`src/design/app_pkg.sv`:
```
// alarm panel poll responder: shared types and constants
// no dependencies; used by the front, queue, back and top level

package app_pkg;

    // frame bytes
    localparam logic [7:0] FRAME_HEAD  = 8'hFC;
    localparam logic [7:0] REPLY_CMD   = 8'h50;
    localparam logic [7:0] SEL_PARTIAL = 8'hFD;
    localparam logic [7:0] SEL_DISARM  = 8'hFE;
    localparam logic [7:0] SEL_ARM     = 8'hFF;

    // item command codes
    localparam logic CMD_RX    = 1'b0;
    localparam logic CMD_LOCAL = 1'b1;

    // panel status codes
    localparam logic [1:0] STAT_ARMED    = 2'd0;
    localparam logic [1:0] STAT_DISARMED = 2'd1;
    localparam logic [1:0] STAT_CANCEL   = 2'd2;
    localparam logic [1:0] STAT_PARTIAL  = 2'd3;

    // event queue depth between front and back
    localparam int EVQ_DEPTH = 2;

    // one event handed from front to back
    typedef struct packed {
        logic       is_local;   // local status request, else good frame
        logic [1:0] status;     // requested status for a local request
        logic       cmd_zero;   // frame command byte was zero
        logic [7:0] id;         // frame id byte
        logic [7:0] len;        // frame payload length
    } t_event;

    // hold conditions the front sees from the rest of the block
    typedef struct packed {
        logic q_full;       // event queue cannot take another event
        logic commit_busy;  // staged payload not yet copied out
    } t_front_hold;

endpackage

```
`src/design/app_if.sv`:
```
// stream interfaces for the input and result channels
// no dependencies

interface app_in_if;
    logic       valid;
    logic       ready;
    logic       command;
    logic [7:0] rx_byte;
    logic [1:0] new_status;

    modport source (output valid, output command, output rx_byte, output new_status,
                    input ready);
    modport sink   (input valid, input command, input rx_byte, input new_status,
                    output ready);
endinterface

interface app_out_if;
    logic       valid;
    logic       ready;
    logic [7:0] tx_byte;
    logic       last_byte;
    logic [1:0] panel_status;

    modport source (output valid, output tx_byte, output last_byte, output panel_status,
                    input ready);
    modport sink   (input valid, input tx_byte, input last_byte, input panel_status,
                    output ready);
endinterface

```
`src/design/app_ram.sv`:
```
// generic simple dual port ram, one write and one registered read port
// no dependencies

module app_ram #(
    parameter int WIDTH = 8,
    parameter int DEPTH = 8
) (
    input  logic                     i_clk,
    input  logic                     i_we,
    input  logic [$clog2(DEPTH)-1:0] i_waddr,
    input  logic [WIDTH-1:0]         i_wdata,
    input  logic [$clog2(DEPTH)-1:0] i_raddr,
    output logic [WIDTH-1:0]         o_rdata
);

    logic [WIDTH-1:0] r_mem [DEPTH];
    logic [WIDTH-1:0] r_rdata;

    // write port and registered read
    always_ff @(posedge i_clk) begin
        if (i_we) begin
            r_mem[i_waddr] <= i_wdata;
        end
        r_rdata <= r_mem[i_raddr];
    end

    assign o_rdata = r_rdata;

endmodule

```
`src/design/app_front.sv`:
```
// deframer: hunts for the header, checks length and checksum, stages payload
// depends on app_pkg and app_in_if; writes the staging ram, pushes events

module app_front import app_pkg::*; #(
    parameter int MAX_FRAME_LEN = 8
) (
    input  logic                             i_clk,
    input  logic                             i_rst_n,
    app_in_if.sink                           i_in,
    input  t_front_hold                      i_hold,
    output logic                             o_ev_push,
    output t_event                           o_ev,
    output logic                             o_stg_we,
    output logic [$clog2(MAX_FRAME_LEN)-1:0] o_stg_waddr,
    output logic [7:0]                       o_stg_wdata
);

    localparam int LW = $clog2(MAX_FRAME_LEN);
    localparam int SW = $clog2(MAX_FRAME_LEN + 2);

    localparam logic [1:0] PH_HUNT = 2'd0;
    localparam logic [1:0] PH_LEN  = 2'd1;
    localparam logic [1:0] PH_BODY = 2'd2;

    logic [1:0]    r_phase, n_phase;
    logic [LW-1:0] r_len, n_len;
    logic [SW-1:0] r_seen, n_seen;
    logic [7:0]    r_xor, n_xor;
    logic [7:0]    r_cmd, n_cmd;
    logic [7:0]    r_id, n_id;

    logic          w_ready;
    logic          w_accept;
    logic [SW-1:0] w_end;
    logic          w_in_payload;
    logic [7:0]    w_xor;

    // payload window of the current frame
    assign w_end        = SW'(r_len) + SW'(2);
    assign w_in_payload = (r_phase == PH_BODY) && (r_seen >= SW'(2)) && (r_seen < w_end);
    assign w_xor        = r_xor ^ i_in.rx_byte;

    // payload bytes wait while the staging ram still holds an uncopied frame
    assign w_ready    = !i_hold.q_full && !(w_in_payload && i_hold.commit_busy);
    assign w_accept   = i_in.valid && w_ready;
    assign i_in.ready = w_ready;

    // staging ram write
    assign o_stg_we    = w_accept && (i_in.command == CMD_RX) && w_in_payload;
    assign o_stg_waddr = LW'(r_seen - SW'(2));
    assign o_stg_wdata = i_in.rx_byte;

    // deframing state machine and event generation
    always_comb begin
        n_phase   = r_phase;
        n_len     = r_len;
        n_seen    = r_seen;
        n_xor     = r_xor;
        n_cmd     = r_cmd;
        n_id      = r_id;
        o_ev_push = 1'b0;
        o_ev      = '{is_local: 1'b0, status: i_in.new_status, cmd_zero: (r_cmd == 8'h00),
                      id: r_id, len: 8'(r_len)};
        if (w_accept) begin
            if (i_in.command == CMD_LOCAL) begin
                o_ev.is_local = 1'b1;
                o_ev_push     = (i_in.new_status != STAT_PARTIAL);
            end else begin
                unique case (r_phase)
                    PH_HUNT: begin
                        if (i_in.rx_byte == FRAME_HEAD) begin
                            n_phase = PH_LEN;
                        end
                    end
                    PH_LEN: begin
                        if (int'(i_in.rx_byte) < MAX_FRAME_LEN) begin
                            n_len   = LW'(i_in.rx_byte);
                            n_xor   = i_in.rx_byte;
                            n_seen  = '0;
                            n_phase = PH_BODY;
                        end else begin
                            n_phase = PH_HUNT;
                        end
                    end
                    PH_BODY: begin
                        n_xor = w_xor;
                        if (r_seen == SW'(0)) begin
                            n_cmd = i_in.rx_byte;
                        end else if (r_seen == SW'(1)) begin
                            n_id = i_in.rx_byte;
                        end
                        if (r_seen >= w_end) begin
                            n_phase   = PH_HUNT;
                            n_seen    = '0;
                            o_ev_push = (w_xor == 8'h00);
                        end else begin
                            n_seen = r_seen + SW'(1);
                        end
                    end
                    default: begin
                        n_phase = PH_HUNT;
                    end
                endcase
            end
        end
    end

    // control registers
    always_ff @(posedge i_clk) begin
        if (!i_rst_n) begin
            r_phase <= PH_HUNT;
            r_len   <= '0;
            r_seen  <= '0;
            r_xor   <= '0;
            r_cmd   <= '0;
            r_id    <= '0;
        end else begin
            r_phase <= n_phase;
            r_len   <= n_len;
            r_seen  <= n_seen;
            r_xor   <= n_xor;
            r_cmd   <= n_cmd;
            r_id    <= n_id;
        end
    end

endmodule

```
`src/design/app_evq.sv`:
```
// short event queue between the deframer and the responder
// depends on app_pkg

module app_evq import app_pkg::*; (
    input  logic   i_clk,
    input  logic   i_rst_n,
    input  logic   i_push,
    input  t_event i_ev,
    input  logic   i_pop,
    output t_event o_ev,
    output logic   o_empty,
    output logic   o_full
);

    localparam int PTR_W = $clog2(EVQ_DEPTH);
    localparam int CNT_W = $clog2(EVQ_DEPTH + 1);

    t_event             r_mem [EVQ_DEPTH];
    logic [PTR_W-1:0]   r_wptr;
    logic [PTR_W-1:0]   r_rptr;
    logic [CNT_W-1:0]   r_cnt;

    assign o_empty = (r_cnt == CNT_W'(0));
    assign o_full  = (r_cnt == CNT_W'(EVQ_DEPTH));
    assign o_ev    = r_mem[r_rptr];

    // entry storage
    always_ff @(posedge i_clk) begin
        if (i_push) begin
            r_mem[r_wptr] <= i_ev;
        end
    end

    // pointers and fill count
    always_ff @(posedge i_clk) begin
        if (!i_rst_n) begin
            r_wptr <= '0;
            r_rptr <= '0;
            r_cnt  <= '0;
        end else begin
            if (i_push) begin
                r_wptr <= r_wptr + PTR_W'(1);
            end
            if (i_pop) begin
                r_rptr <= r_rptr + PTR_W'(1);
            end
            if (i_push && !i_pop) begin
                r_cnt <= r_cnt + CNT_W'(1);
            end else if (i_pop && !i_push) begin
                r_cnt <= r_cnt - CNT_W'(1);
            end
        end
    end

endmodule

```
`src/design/app_back.sv`:
```
// responder: commits staged payload, runs the status and poll logic, sends replies
// depends on app_pkg, app_out_if and app_ram (payload store)

module app_back import app_pkg::*; #(
    parameter int MAX_FRAME_LEN = 8
) (
    input  logic                             i_clk,
    input  logic                             i_rst_n,
    input  logic                             i_ev_vld,
    input  t_event                           i_ev,
    output logic                             o_ev_pop,
    output logic [$clog2(MAX_FRAME_LEN)-1:0] o_stg_raddr,
    input  logic [7:0]                       i_stg_rdata,
    output logic                             o_busy,
    app_out_if.source                        o_out
);

    localparam int LW = $clog2(MAX_FRAME_LEN);
    localparam int PW = $clog2(MAX_FRAME_LEN + 5);

    localparam logic [1:0] S_IDLE   = 2'd0;
    localparam logic [1:0] S_COPY   = 2'd1;
    localparam logic [1:0] S_DECIDE = 2'd2;
    localparam logic [1:0] S_SEND   = 2'd3;

    logic [1:0]    r_state, n_state;
    logic [LW-1:0] r_len, n_len;
    logic [7:0]    r_id, n_id;
    logic          r_cmd0, n_cmd0;
    logic [LW-1:0] r_cnt, n_cnt;
    logic [PW-1:0] r_pos, n_pos;
    logic [7:0]    r_x, n_x;
    logic [7:0]    r_p0, n_p0;
    logic [1:0]    r_status, n_status;
    logic          r_first, n_first;
    logic          r_sync, n_sync;
    logic [7:0]    r_last_id, n_last_id;
    logic [7:0]    r_upload, n_upload;
    logic          r_o_vld, n_o_vld;
    logic [7:0]    r_o_byte, n_o_byte;
    logic          r_o_last, n_o_last;
    logic [1:0]    r_o_stat, n_o_stat;

    logic          w_st_we;
    logic [LW-1:0] w_st_waddr;
    logic [LW-1:0] w_st_raddr;
    logic [7:0]    w_st_rdata;
    logic          w_load;
    logic [PW-1:0] w_chk_pos;
    logic [7:0]    w_byte;
    logic          w_reply;

    // payload store, entry 0 also mirrored in r_p0
    app_ram #(.WIDTH(8), .DEPTH(MAX_FRAME_LEN)) u_store (
        .i_clk   (i_clk),
        .i_we    (w_st_we),
        .i_waddr (w_st_waddr),
        .i_wdata (i_stg_rdata),
        .i_raddr (w_st_raddr),
        .o_rdata (w_st_rdata)
    );

    assign o_busy      = (r_state == S_COPY);
    assign o_ev_pop    = (r_state == S_IDLE) && i_ev_vld;
    assign o_stg_raddr = r_cnt;

    // each copy write stores the staging byte read in the cycle before
    assign w_st_we    = (r_state == S_COPY) && (r_cnt != LW'(0));
    assign w_st_waddr = r_cnt - LW'(1);

    // reply byte at the current position
    assign w_load    = !r_o_vld || o_out.ready;
    assign w_chk_pos = PW'(r_len) + PW'(4);
    always_comb begin
        if (r_pos == PW'(0)) begin
            w_byte = FRAME_HEAD;
        end else if (r_pos == PW'(1)) begin
            w_byte = 8'(r_len);
        end else if (r_pos == PW'(2)) begin
            w_byte = REPLY_CMD;
        end else if (r_pos == PW'(3)) begin
            w_byte = r_id;
        end else if (r_pos == w_chk_pos) begin
            w_byte = r_x;
        end else if (r_pos == PW'(4)) begin
            w_byte = r_p0;
        end else begin
            w_byte = w_st_rdata;
        end
    end

    // store read address runs one position ahead of the byte being sent
    assign w_st_raddr = LW'(n_pos - PW'(4));

    // responder sequencer
    always_comb begin
        n_state   = r_state;
        n_len     = r_len;
        n_id      = r_id;
        n_cmd0    = r_cmd0;
        n_cnt     = r_cnt;
        n_pos     = r_pos;
        n_x       = r_x;
        n_p0      = r_p0;
        n_status  = r_status;
        n_first   = r_first;
        n_sync    = r_sync;
        n_last_id = r_last_id;
        n_upload  = r_upload;
        n_o_vld   = r_o_vld && !o_out.ready;
        n_o_byte  = r_o_byte;
        n_o_last  = r_o_last;
        n_o_stat  = r_o_stat;
        w_reply   = 1'b0;
        unique case (r_state)
            S_IDLE: begin
                if (i_ev_vld) begin
                    if (i_ev.is_local) begin
                        n_status = i_ev.status;
                        n_sync   = 1'b1;
                    end else begin
                        n_len  = LW'(i_ev.len);
                        n_id   = i_ev.id;
                        n_cmd0 = i_ev.cmd_zero;
                        n_cnt  = '0;
                        n_state = (i_ev.len == 8'h00) ? S_DECIDE : S_COPY;
                    end
                end
            end
            S_COPY: begin
                if (r_cnt == LW'(1)) begin
                    n_p0 = i_stg_rdata;
                end
                if (r_cnt == r_len) begin
                    n_state = S_DECIDE;
                end else begin
                    n_cnt = r_cnt + LW'(1);
                end
            end
            S_DECIDE: begin
                if (r_cmd0) begin
                    if (r_p0[7:2] == 6'd0) begin
                        // direct status set
                        n_status = r_p0[1:0];
                        n_p0     = SEL_ARM;
                        w_reply  = 1'b1;
                    end else if (r_p0 >= SEL_PARTIAL) begin
                        if (r_first) begin
                            // first-start sync
                            n_status = (r_p0 == SEL_PARTIAL) ? STAT_PARTIAL :
                                       (r_p0 == SEL_DISARM)  ? STAT_DISARMED : STAT_ARMED;
                            n_first  = 1'b0;
                            n_p0     = SEL_ARM;
                            w_reply  = 1'b1;
                        end else if (r_last_id == r_id) begin
                            // repeated poll: retransmit pending upload only
                            if (r_last_id == r_upload) begin
                                n_p0    = {6'd0, r_status};
                                w_reply = 1'b1;
                            end
                        end else begin
                            n_last_id = r_id;
                            w_reply   = 1'b1;
                            if (r_sync && (r_id != 8'h00)) begin
                                // upload the locally changed status
                                n_p0     = {6'd0, r_status};
                                n_sync   = 1'b0;
                                n_upload = r_id;
                            end else begin
                                if (r_status == STAT_CANCEL) begin
                                    n_status = (r_p0 == SEL_PARTIAL) ? STAT_PARTIAL :
                                               (r_p0 == SEL_DISARM)  ? STAT_DISARMED :
                                                                       STAT_ARMED;
                                end
                                n_upload = 8'h00;
                                n_p0     = SEL_ARM;
                            end
                        end
                    end
                end
                n_pos   = '0;
                n_x     = '0;
                n_state = w_reply ? S_SEND : S_IDLE;
            end
            S_SEND: begin
                if (w_load) begin
                    n_o_vld  = 1'b1;
                    n_o_byte = w_byte;
                    n_o_last = (r_pos == w_chk_pos);
                    n_o_stat = r_status;
                    n_pos    = r_pos + PW'(1);
                    if (r_pos != PW'(0)) begin
                        n_x = r_x ^ w_byte;
                    end
                    if (r_pos == w_chk_pos) begin
                        n_state = S_IDLE;
                    end
                end
            end
            default: begin
                n_state = S_IDLE;
            end
        endcase
    end

    // control and status registers
    always_ff @(posedge i_clk) begin
        if (!i_rst_n) begin
            r_state   <= S_IDLE;
            r_len     <= '0;
            r_id      <= '0;
            r_cmd0    <= 1'b0;
            r_cnt     <= '0;
            r_pos     <= '0;
            r_x       <= '0;
            r_p0      <= '0;
            r_status  <= STAT_ARMED;
            r_first   <= 1'b1;
            r_sync    <= 1'b0;
            r_last_id <= '0;
            r_upload  <= '0;
            r_o_vld   <= 1'b0;
        end else begin
            r_state   <= n_state;
            r_len     <= n_len;
            r_id      <= n_id;
            r_cmd0    <= n_cmd0;
            r_cnt     <= n_cnt;
            r_pos     <= n_pos;
            r_x       <= n_x;
            r_p0      <= n_p0;
            r_status  <= n_status;
            r_first   <= n_first;
            r_sync    <= n_sync;
            r_last_id <= n_last_id;
            r_upload  <= n_upload;
            r_o_vld   <= n_o_vld;
        end
    end

    // output payload register
    always_ff @(posedge i_clk) begin
        r_o_byte <= n_o_byte;
        r_o_last <= n_o_last;
        r_o_stat <= n_o_stat;
    end

    assign o_out.valid        = r_o_vld;
    assign o_out.tx_byte      = r_o_byte;
    assign o_out.last_byte    = r_o_last;
    assign o_out.panel_status = r_o_stat;

endmodule

```
`src/design/alarm_panel_poll_responder.sv`:
```
// channel   direction  payload
// i_in      sink       command, rx_byte, new_status
// o_out     source     tx_byte, last_byte, panel_status
//
// a good frame is queued; the responder then pops it, copies the staged payload (no copy
// when L is 0), decides, and if a reply is due sends its L+5 bytes, one byte per cycle
// while the output is not stalled
// the deframer keeps taking bytes meanwhile; only items in the payload window of the next
// frame wait while an event is queued or the staging ram copy runs, and any item waits while the
// queue is full
// a stalled result holds in the output register and stalls the responder
// reset is synchronous and active low; no clearing pass is needed
// top level: deframer, event queue, responder and staging ram
// depends on app_pkg, app_if, app_ram, app_front, app_evq and app_back

module alarm_panel_poll_responder import app_pkg::*; #(
    parameter int MAX_FRAME_LEN = 8
) (
    input  logic      i_clk,
    input  logic      i_rst_n,
    app_in_if.sink    i_in,
    app_out_if.source o_out
);

    localparam int LW = $clog2(MAX_FRAME_LEN);

    t_front_hold   w_hold;
    logic          w_push;
    t_event        w_push_ev;
    t_event        w_pop_ev;
    logic          w_pop;
    logic          w_empty;
    logic          w_full;
    logic          w_busy;
    logic          w_stg_we;
    logic [LW-1:0] w_stg_waddr;
    logic [7:0]    w_stg_wdata;
    logic [LW-1:0] w_stg_raddr;
    logic [7:0]    w_stg_rdata;

    assign w_hold = '{q_full: w_full, commit_busy: (!w_empty || w_busy)};

    // deframer
    app_front #(.MAX_FRAME_LEN(MAX_FRAME_LEN)) u_front (
        .i_clk       (i_clk),
        .i_rst_n     (i_rst_n),
        .i_in        (i_in),
        .i_hold      (w_hold),
        .o_ev_push   (w_push),
        .o_ev        (w_push_ev),
        .o_stg_we    (w_stg_we),
        .o_stg_waddr (w_stg_waddr),
        .o_stg_wdata (w_stg_wdata)
    );

    // staged payload of the frame being received
    app_ram #(.WIDTH(8), .DEPTH(MAX_FRAME_LEN)) u_stage (
        .i_clk   (i_clk),
        .i_we    (w_stg_we),
        .i_waddr (w_stg_waddr),
        .i_wdata (w_stg_wdata),
        .i_raddr (w_stg_raddr),
        .o_rdata (w_stg_rdata)
    );

    // event queue
    app_evq u_evq (
        .i_clk   (i_clk),
        .i_rst_n (i_rst_n),
        .i_push  (w_push),
        .i_ev    (w_push_ev),
        .i_pop   (w_pop),
        .o_ev    (w_pop_ev),
        .o_empty (w_empty),
        .o_full  (w_full)
    );

    // responder
    app_back #(.MAX_FRAME_LEN(MAX_FRAME_LEN)) u_back (
        .i_clk       (i_clk),
        .i_rst_n     (i_rst_n),
        .i_ev_vld    (!w_empty),
        .i_ev        (w_pop_ev),
        .o_ev_pop    (w_pop),
        .o_stg_raddr (w_stg_raddr),
        .i_stg_rdata (w_stg_rdata),
        .o_busy      (w_busy),
        .o_out       (o_out)
    );

endmodule

```
`src/flat_wrapper.sv`:
```
// flat-port wrapper written by rule: the top's interface ports become plain ports
module alarm_panel_poll_responder_flat import app_pkg::*;
#(
    parameter int MAX_FRAME_LEN = 8
)
  (i_clk, i_rst_n, i_in_valid, i_in_command, i_in_rx_byte, i_in_new_status, i_in_ready, o_out_valid, o_out_tx_byte, o_out_last_byte, o_out_panel_status, o_out_ready);
  app_in_if i_in_i ();
  app_out_if o_out_i ();
  input  logic i_clk;
  input  logic i_rst_n;
  input wire logic [$bits(i_in_i.valid)-1:0] i_in_valid;
  input wire logic [$bits(i_in_i.command)-1:0] i_in_command;
  input wire logic [$bits(i_in_i.rx_byte)-1:0] i_in_rx_byte;
  input wire logic [$bits(i_in_i.new_status)-1:0] i_in_new_status;
  output wire logic [$bits(i_in_i.ready)-1:0] i_in_ready;
  output wire logic [$bits(o_out_i.valid)-1:0] o_out_valid;
  output wire logic [$bits(o_out_i.tx_byte)-1:0] o_out_tx_byte;
  output wire logic [$bits(o_out_i.last_byte)-1:0] o_out_last_byte;
  output wire logic [$bits(o_out_i.panel_status)-1:0] o_out_panel_status;
  input wire logic [$bits(o_out_i.ready)-1:0] o_out_ready;
  assign i_in_i.valid = i_in_valid;
  assign i_in_i.command = i_in_command;
  assign i_in_i.rx_byte = i_in_rx_byte;
  assign i_in_i.new_status = i_in_new_status;
  assign i_in_ready = i_in_i.ready;
  assign o_out_valid = o_out_i.valid;
  assign o_out_tx_byte = o_out_i.tx_byte;
  assign o_out_last_byte = o_out_i.last_byte;
  assign o_out_panel_status = o_out_i.panel_status;
  assign o_out_i.ready = o_out_ready;
  alarm_panel_poll_responder #(.MAX_FRAME_LEN(MAX_FRAME_LEN)) u_core (.i_clk(i_clk), .i_rst_n(i_rst_n), .i_in(i_in_i), .o_out(o_out_i));
endmodule
```
`config.mk`:
```
export PLATFORM = sky130hd
export DESIGN_NAME = alarm_panel_poll_responder_flat
export DESIGN_NICKNAME = d
export VERILOG_FILES = /design/src/design/app_pkg.sv /design/src/design/app_if.sv /design/src/design/app_ram.sv /design/src/design/app_front.sv /design/src/design/app_evq.sv /design/src/design/app_back.sv /design/src/design/alarm_panel_poll_responder.sv /design/src/flat_wrapper.sv
export SDC_FILE = /design/constraint.sdc
export NUM_CORES = 1
export LEC_CHECK = 0
export BUFFER_PORTS_ARGS = -buffer_cell sky130_fd_sc_hd__buf_2
export CAP_MARGIN = 20
export CORE_ASPECT_RATIO = 1.25
export CORE_MARGIN = 2
export CORE_UTILIZATION = 55
export DETAILED_ROUTE_END_ITERATION = 10
export PLACE_DENSITY_LB_ADDON = 0.1
export SLEW_MARGIN = 20
export SYNTH_ARGS = -nofsm -noshare
export SYNTH_HDL_FRONTEND = slang
export SYNTH_SLANG_ARGS = --single-unit
```
`constraint.sdc`:
```
create_clock -name i_clk -period 2.8 [get_ports i_clk]
set_clock_uncertainty 0.1 [all_clocks]
set_input_delay 0.56 -clock i_clk [delete_from_list [all_inputs] [get_ports i_clk]]
set_output_delay 0.56 -clock i_clk [all_outputs]
set_load 0.05 [all_outputs]
```
* Yosys cells after proc, flatten, opt, wreduce, memory -nomap -nowiden
Memory sizes are Yosys's and may differ from the RTL's. A register that Yosys moved wholly into a read port is not among the register bits.
Index checks and enable logic that the tools add are counted.
** Cells by class
- Add/sub/neg operators :: 12
- Order comparisons :: 5
- Equality and inequality tests :: 44
- Mux-type cells :: 88
- Bitwise operators :: 9
- Reductions and logical operators :: 55
** Operators with widths (number)
- $mux 8 :: 18
- $pmux 8 s2 :: 3
- $mux 2 :: 22
- $ne 2x2->1 const B :: 18
- $mux 1 :: 32
- $eq 8x8->1 const B :: 3
- $logic_not 8->1 :: 3
- $reduce_and 4->1 :: 6
- $eq 8x8->1 :: 2
- $pmux 4 s2 :: 2
- $xor 8x8->8 :: 2
- $reduce_and 5->1 :: 3
- $logic_and 1x1->1 :: 13
- $mux 4 :: 3
- $ne 4x4->1 const B :: 3
- $reduce_bool 2->1 :: 6
- $eq 2x2->1 const B :: 5
- $mux 3 :: 3
- $reduce_and 9->1 :: 1
- $add 4x1->4 const B :: 2
- $eq 4x1->1 const B :: 2
- $eq 4x2->1 const B :: 2
- $ge 8x8->1 const B :: 1
- $logic_not 4->1 :: 2
- 38 further kinds :: 56
** Storage, ports and cells
- Flip-flop bits (word level) :: 106
- Memory bits (writable) :: 158
- Output and inout port bits :: 13
- Logic and storage cells :: 242
- Memories kept :: 3
** Memories
- u_core.u_back.u_store.r_mem :: words 8, width 8, read ports 1, clocked after Yosys merged registers in 1, wr ports 1, line app_ram.sv:16 : logic [WIDTH-1:0] r_mem [DEPTH];
- u_core.u_stage.r_mem :: words 8, width 8, read ports 1, clocked after Yosys merged registers in 1, wr ports 1, line app_ram.sv:16
- u_core.u_evq.r_mem :: words 2, width 15, read ports 1, clocked after Yosys merged registers in 1, wr ports 1, line app_evq.sv:18 : t_event r_mem [EVQ_DEPTH];

* Longest topological paths before layout
- Depth in word-level cells :: 12
- Depth in mapped cells :: 12
- Gate-level depth less buffers :: 12

* Hierarchy
A second synthesis with hierarchy kept.
** Second synthesis, totals
- Cells, all modules :: 1014
- Area total of the unflattened synthesis :: 13107.6 sq um
** Modules (own cells, without submodules)
- app_ram :: instances 2, cells an instance 114, area each 2691.3 sq um
- app_back :: instances 1, cells an instance 463, area each 4055.1 sq um
- app_front :: instances 1, cells an instance 237, area each 2004.4 sq um
- app_evq :: instances 1, cells an instance 84, area each 1655.3 sq um
- alarm_panel_poll_responder :: instances 1, cells an instance 2, area each 10.0 sq um

* Least setup slack after synthesis
Ideal clock, no wire load.
- Path kind :: register -> register
- From :: reg u_core.u_front.r_len[1]
- To :: mem u_core.u_stage.r_mem[12][0] (netlist: u_core.u_stage.r_mem[6][0]) (enable)
- Library setup time :: 0.395 ns
- Arrival time :: 2.429 ns
- Data required time :: 2.305 ns
- Path slack :: -0.123 ns
- Stages on the path, launching flop included :: 7
- Buffers on the path :: 0
- Period minus slack after synthesis :: 2.923 ns
- Path through :: dfxtp_1 > ha_1 > inv_1 > ha_1 > o31ai_1 > nand3_1 > nor4_1
** Between the ends
- Cells in the longest elaborated chain, start to end :: 11
** Ends and longest elaborated chain
- start, declared :: line app_front.sv:26 : logic [LW-1:0] r_len, n_len;
- start signal, assigned :: line app_front.sv:119 : r_len <= n_len;
- $add 3x2->4 * :: line app_front.sv:39 : assign w_end = SW'(r_len) + SW'(2);
- $lt 4x4->1 * :: line app_front.sv:40 : assign w_in_payload = (r_phase == PH_BODY) && (r_seen >= SW'(2)) && (r_seen < w_end);
- $logic_and 1x1->1 * :: line app_front.sv:40
- $logic_and 1x1->1 :: line app_front.sv:44 : assign w_ready = !i_hold.q_full && !(w_in_payload && i_hold.commit_busy);
- $logic_not 1->1 :: line app_front.sv:44
- $logic_and 1x1->1 :: line app_front.sv:44
- $logic_and 1x1->1 :: line app_front.sv:45 : assign w_accept = i_in.valid && w_ready;
- $logic_and 1x1->1 :: line app_front.sv:49 : assign o_stg_we = w_accept && (i_in.command == CMD_RX) && w_in_payload;
- $logic_and 1x1->1 * :: line app_front.sv:49
- $mux 1 * :: line app_ram.sv:21 : if (i_we) begin
- $mux 1 (not written as such) * :: line app_ram.sv:22 : r_mem[i_waddr] <= i_wdata;
- end, declared :: line app_ram.sv:16
Every way passes the cells marked *; elsewhere a longest branch is shown, timed or not.

* Worst setup path after layout
- From :: reg u_core.u_front.r_len[1]
- To :: out i_in_ready
** Between the ends
- Cells in the longest elaborated chain, start to end :: 6
** Ends and longest elaborated chain
- $add 3x2->4 :: line app_front.sv:39
- $lt 4x4->1 :: line app_front.sv:40
- $logic_and 1x1->1 :: line app_front.sv:40
- $logic_and 1x1->1 :: line app_front.sv:44
- $logic_not 1->1 :: line app_front.sv:44
- $logic_and 1x1->1 :: line app_front.sv:44
- end, declared :: line flat_wrapper.sv:15 : output wire logic [$bits(i_in_i.ready)-1:0] i_in_ready;
No other way between the ends.

==> results.py <==
metrics = {
    "setup_path": {
        "crit_arrival_ps": 2180,
        "path_max_fanout": 2,
        "cpPeakStageDelay_ps": 340,
        "required_ps": 2140,
        "slowest_stage": "dfxtp_2",
        "crit_family": "adder cells",
        "worst-setup-path-type": "flop to output port",
        "end_kind": "output port",
        "worst_path_most_repeated_cell": "ha_4",
        "rrSetupSlack_ps": 50,
        "path_buf_inv": 2,
        "crit_chain": "ha_4 > inv_2 > ha_4 > o21a_1 > o31ai_4 > and3_4 > a21oi_4 > buf_6",
        "worstSetupStartpointType": "flop",
    },
    "timing": {
        "max_freq_ghz": 0.3518,
        "fin_crit_sh_pct": 101.5,
        "holdWs_ps": 164.2,
        "rsz0062_at_grt": "yes",
        "drv_slew": 0,
        "hold_viol": 0,
        "setup_viol": 1,
        "tightest_slew_ps": 707.2,
        "slew_headroom_pct": 52.35,
        "setup_slack_ps": -42.83,
        "final.min_clock_period_ps": 2843,
    },
    "global_route": {
        "grtUsageTotal_pct": 23.29,
        "grt_pass1_wl_um": 41750,
        "grt_antenna_before_repair": 0,
        "overflow": 0,
        "first_global_vias": 7960,
        "grt_max_degree": 31,
    },
    "power": {
        "power_density_mw_per_mm2": 746.4,
        "power_frac_seq_pct": 48.0,
        "p_clk_share_pct": 32.9,
        "p_comb_share_pct": 19.1,
        "vdd_ir_drop_max_mv": 0.4646,
        "power_switching_uw": 3067,
        "p_total_uw": 10420,
        "p_leak_uw": 0.004798,
        "p_sw_share_pct": 29.44,
        "p_int_uw": 7353,
    },
    "routing": {
        "vias_per_cell": 5.948,
        "drt_iter0_drc": 524,
        "ant_nets": 0,
        "dr.pass1.iters": 5,
        "drc": 0,
        "wl_per_cell_um": 20.29,
        "vias": 7828,
        "drt_wl_total_um": 26700,
    },
    "cells_and_area": {
        "drive_gt1_share_pct": 21.60,
        "stdcell_count": 1316,
        "nets": 1052,
        "fin_area_mm2": 0.01396,
        "num_antenna_cells": 0,
        "nFillCells": 1578,
        "area_growth_syn_to_layout_pct": 15.27,
    },
    "die": {
        "start_util_pct": 56.22,
        "io_pins": 28,
        "rows": 60,
        "die_y_um": 169.9,
        "core_area_mm2": 0.02155,
        "dieWidth_um": 136.7,
        "dieArea_mm2": 0.02323,
    },
    "clock_tree": {
        "cts_buffer_depth": 3,
        "htree_levels": 1,
        "cts_made_buffers": 28,
        "clk_pin_slew_worst_paths_ps": 60,
        "clock-sinks": 281,
        "clock_latency_ps": 560,
        "ctsRootBufferMaster": "clkbuf_16",
        "cts_hold_buf": 0,
        "cts_tree": "yes",
    },
    "logic_synthesis": {
        "yosys.area.top_type_share_pct": 41.90,
        "synth-edff-count": 169,
        "syn_nets": 980,
        "synthArstFlopShare_pct": 0,
        "yosysWarnings": 0,
        "yosysUniqueCellTypes": 69,
        "netlist_instances": 943,
        "synth_top_cells_by_count": "edfxtp_1, dfxtp_1, nor2_1",
        "synth-main-ff-cell": "edfxtp_1",
        "yosysMostFrequentCell": "edfxtp_1",
        "syn-cell-area_mm2": 0.01211,
        "yosys.area.top_type": "edfxtp_1",
        "synth_seq_cells": 281,
        "seq_area_frac_synth_pct": 60.41,
        "netlist_top_cells_area": "edfxtp_1, dfxtp_1, mux4_2",
        "synth.avg_cell_area_um2": 12.85,
    },
    "flow_run": {
        "max_cap_violations": 0,
    },
    "run_status": {
        "violations": "setup timing",
        "status": "finished with violations",
    },
    "placement": {
        "dpl-instance-area_mm2": 0.01293,
        "hpwlAfterDp_um": 17730,
        "gp_congestion": 0.8887,
        "place_ws_ps": -118.5,
        "portBuffers": 27,
        "dp.cells": 1256,
    },
    "min_path": {
        "min-delay-path-class": "input port to flop",
    },
}
## worst paths after layout
check,start,endpoint,depth (start not counted)
setup / recovery,u_core.u_front.r_len[1]$_SDFFE_PN0P_,i_in_ready,8
hold / removal,i_in_new_status[1],u_core.u_evq.r_mem[0][13]$_DFFE_PP_,1
setup reg to reg,u_core.u_front.r_len[1]$_SDFFE_PN0P_,u_core.u_front.r_seen[2]$_SDFFE_PN0P_,12
hold reg to reg,u_core.u_front.r_id[0]$_SDFFE_PN0P_,u_core.u_evq.r_mem[1][3]$_DFFE_PP_,0
## per-layer routing
| metal | global-route usage (%) | vias to the layer above | share of wire (%) | wire length [µm] |
|---|---|---|---|---|
| li1 | - | 3662 | - | - |
| met1 | 28.43 | 3866 | 40 | 10780 |
| met2 | 40.85 | 216 | 51 | 13580 |
| met3 | 3.068 | 84 | 4.2 | 1134 |
| met4 | 10.60 | 0 | 4.5 | 1202 |
| met5 | 0 | - | 0 | 0 |
## cell families (layout without fill, tap and decap cells)
logic type	after synthesis	count (layout)	share of synthesized area, %
adders and majority gates	22	22	2.272
muxes	105	105	12.24
and+or+nand+nor	275	275	11.91
AOI/OAI and AO/OA	147	147	7.788
DFF	281	281	60.41
xor gates and xnor gates	40	40	2.892
buffers and inverters	73	167	2.489
## cell type report
type	instances	area (µm²)	share of cell area, %
tap	279	349.1	2.500
inverter	20	75.07	0.5377
multi-input combinational	589	4621	33.09
clock inverter	15	103.9	0.7438
timing repair buffer	95	759.5	5.440
sequential	281	7320	52.42
clock buffer	37	734.5	5.260
## flip-flops by register name, indices dropped and copies added, names as in the netlist, 3 cells and up, named ones only
name and cells:
u_core.u_back.r_last_id 8, u_core.u_back.r_id 8, u_core.u_back.o_out.tx_byte 8, u_core.u_back.u_store.r_mem 64, u_core.u_back.u_store.o_rdata 8, u_core.u_front.r_xor 8
u_core.u_back.r_x 8, u_core.u_stage.r_mem 64, u_core.u_front.r_seen 4, u_core.u_stage.o_rdata 8, u_core.u_front.r_id 8, u_core.u_back.r_p0 8
u_core.u_back.r_pos 4, u_core.u_back.r_len 3, u_core.u_front.r_cmd 8, u_core.u_evq.r_mem 30, u_core.u_back.o_stg_raddr 3, u_core.u_back.r_upload 8
u_core.u_front.r_len 3
## through the flow
stage               TNS [ps]  utilization [%]
floorplan                  0                -
global route          -112.2            64.80
finish                -42.83            64.80
global placement           0            60.03
CTS                   -66.21            64.29
detailed placement    -118.5            60.03
## placed cells by master, fill, tap and decap left out, types with 15 or more instances in the layout
cell type  netlist  final
clkbuf_16        0     28
nand2_1         27     27
xor2_1          23     22
xnor2_1         17     17
o21ai_0         36     36
dfxtp_1        112    110
buf_2           10     26
ha_1            22     18
a21oi_1         46     43
a211oi_1        15     15
nor2_1          94     94
mux2_2          25     25
buf_4            2     58
edfxtp_1       169    169
mux4_2          32     32
nand2b_1        18     18
inv_1           18     17
mux2i_1         48     48
nand3_1         32     32
## power groups by stage
stage	sequential, µW	clock [µW]	combinational, µW
3_3_place_gp	5050	0	1830
3_5_place_dp	5070	0	1900
6_report	5000	3420	2000
4_1_cts	4990	3480	1940
5_1_grt	5030	3650	2210
2_1_floorplan	4910	0	1470
## timing repair
item | CTS | global route
gates resized for setup | 11 | 13
endpoints found under the setup margin | 2 | 5
pin swaps | 4 | 7
buffers inserted | 3 | 5
Power figures use the tool's default switching activity.
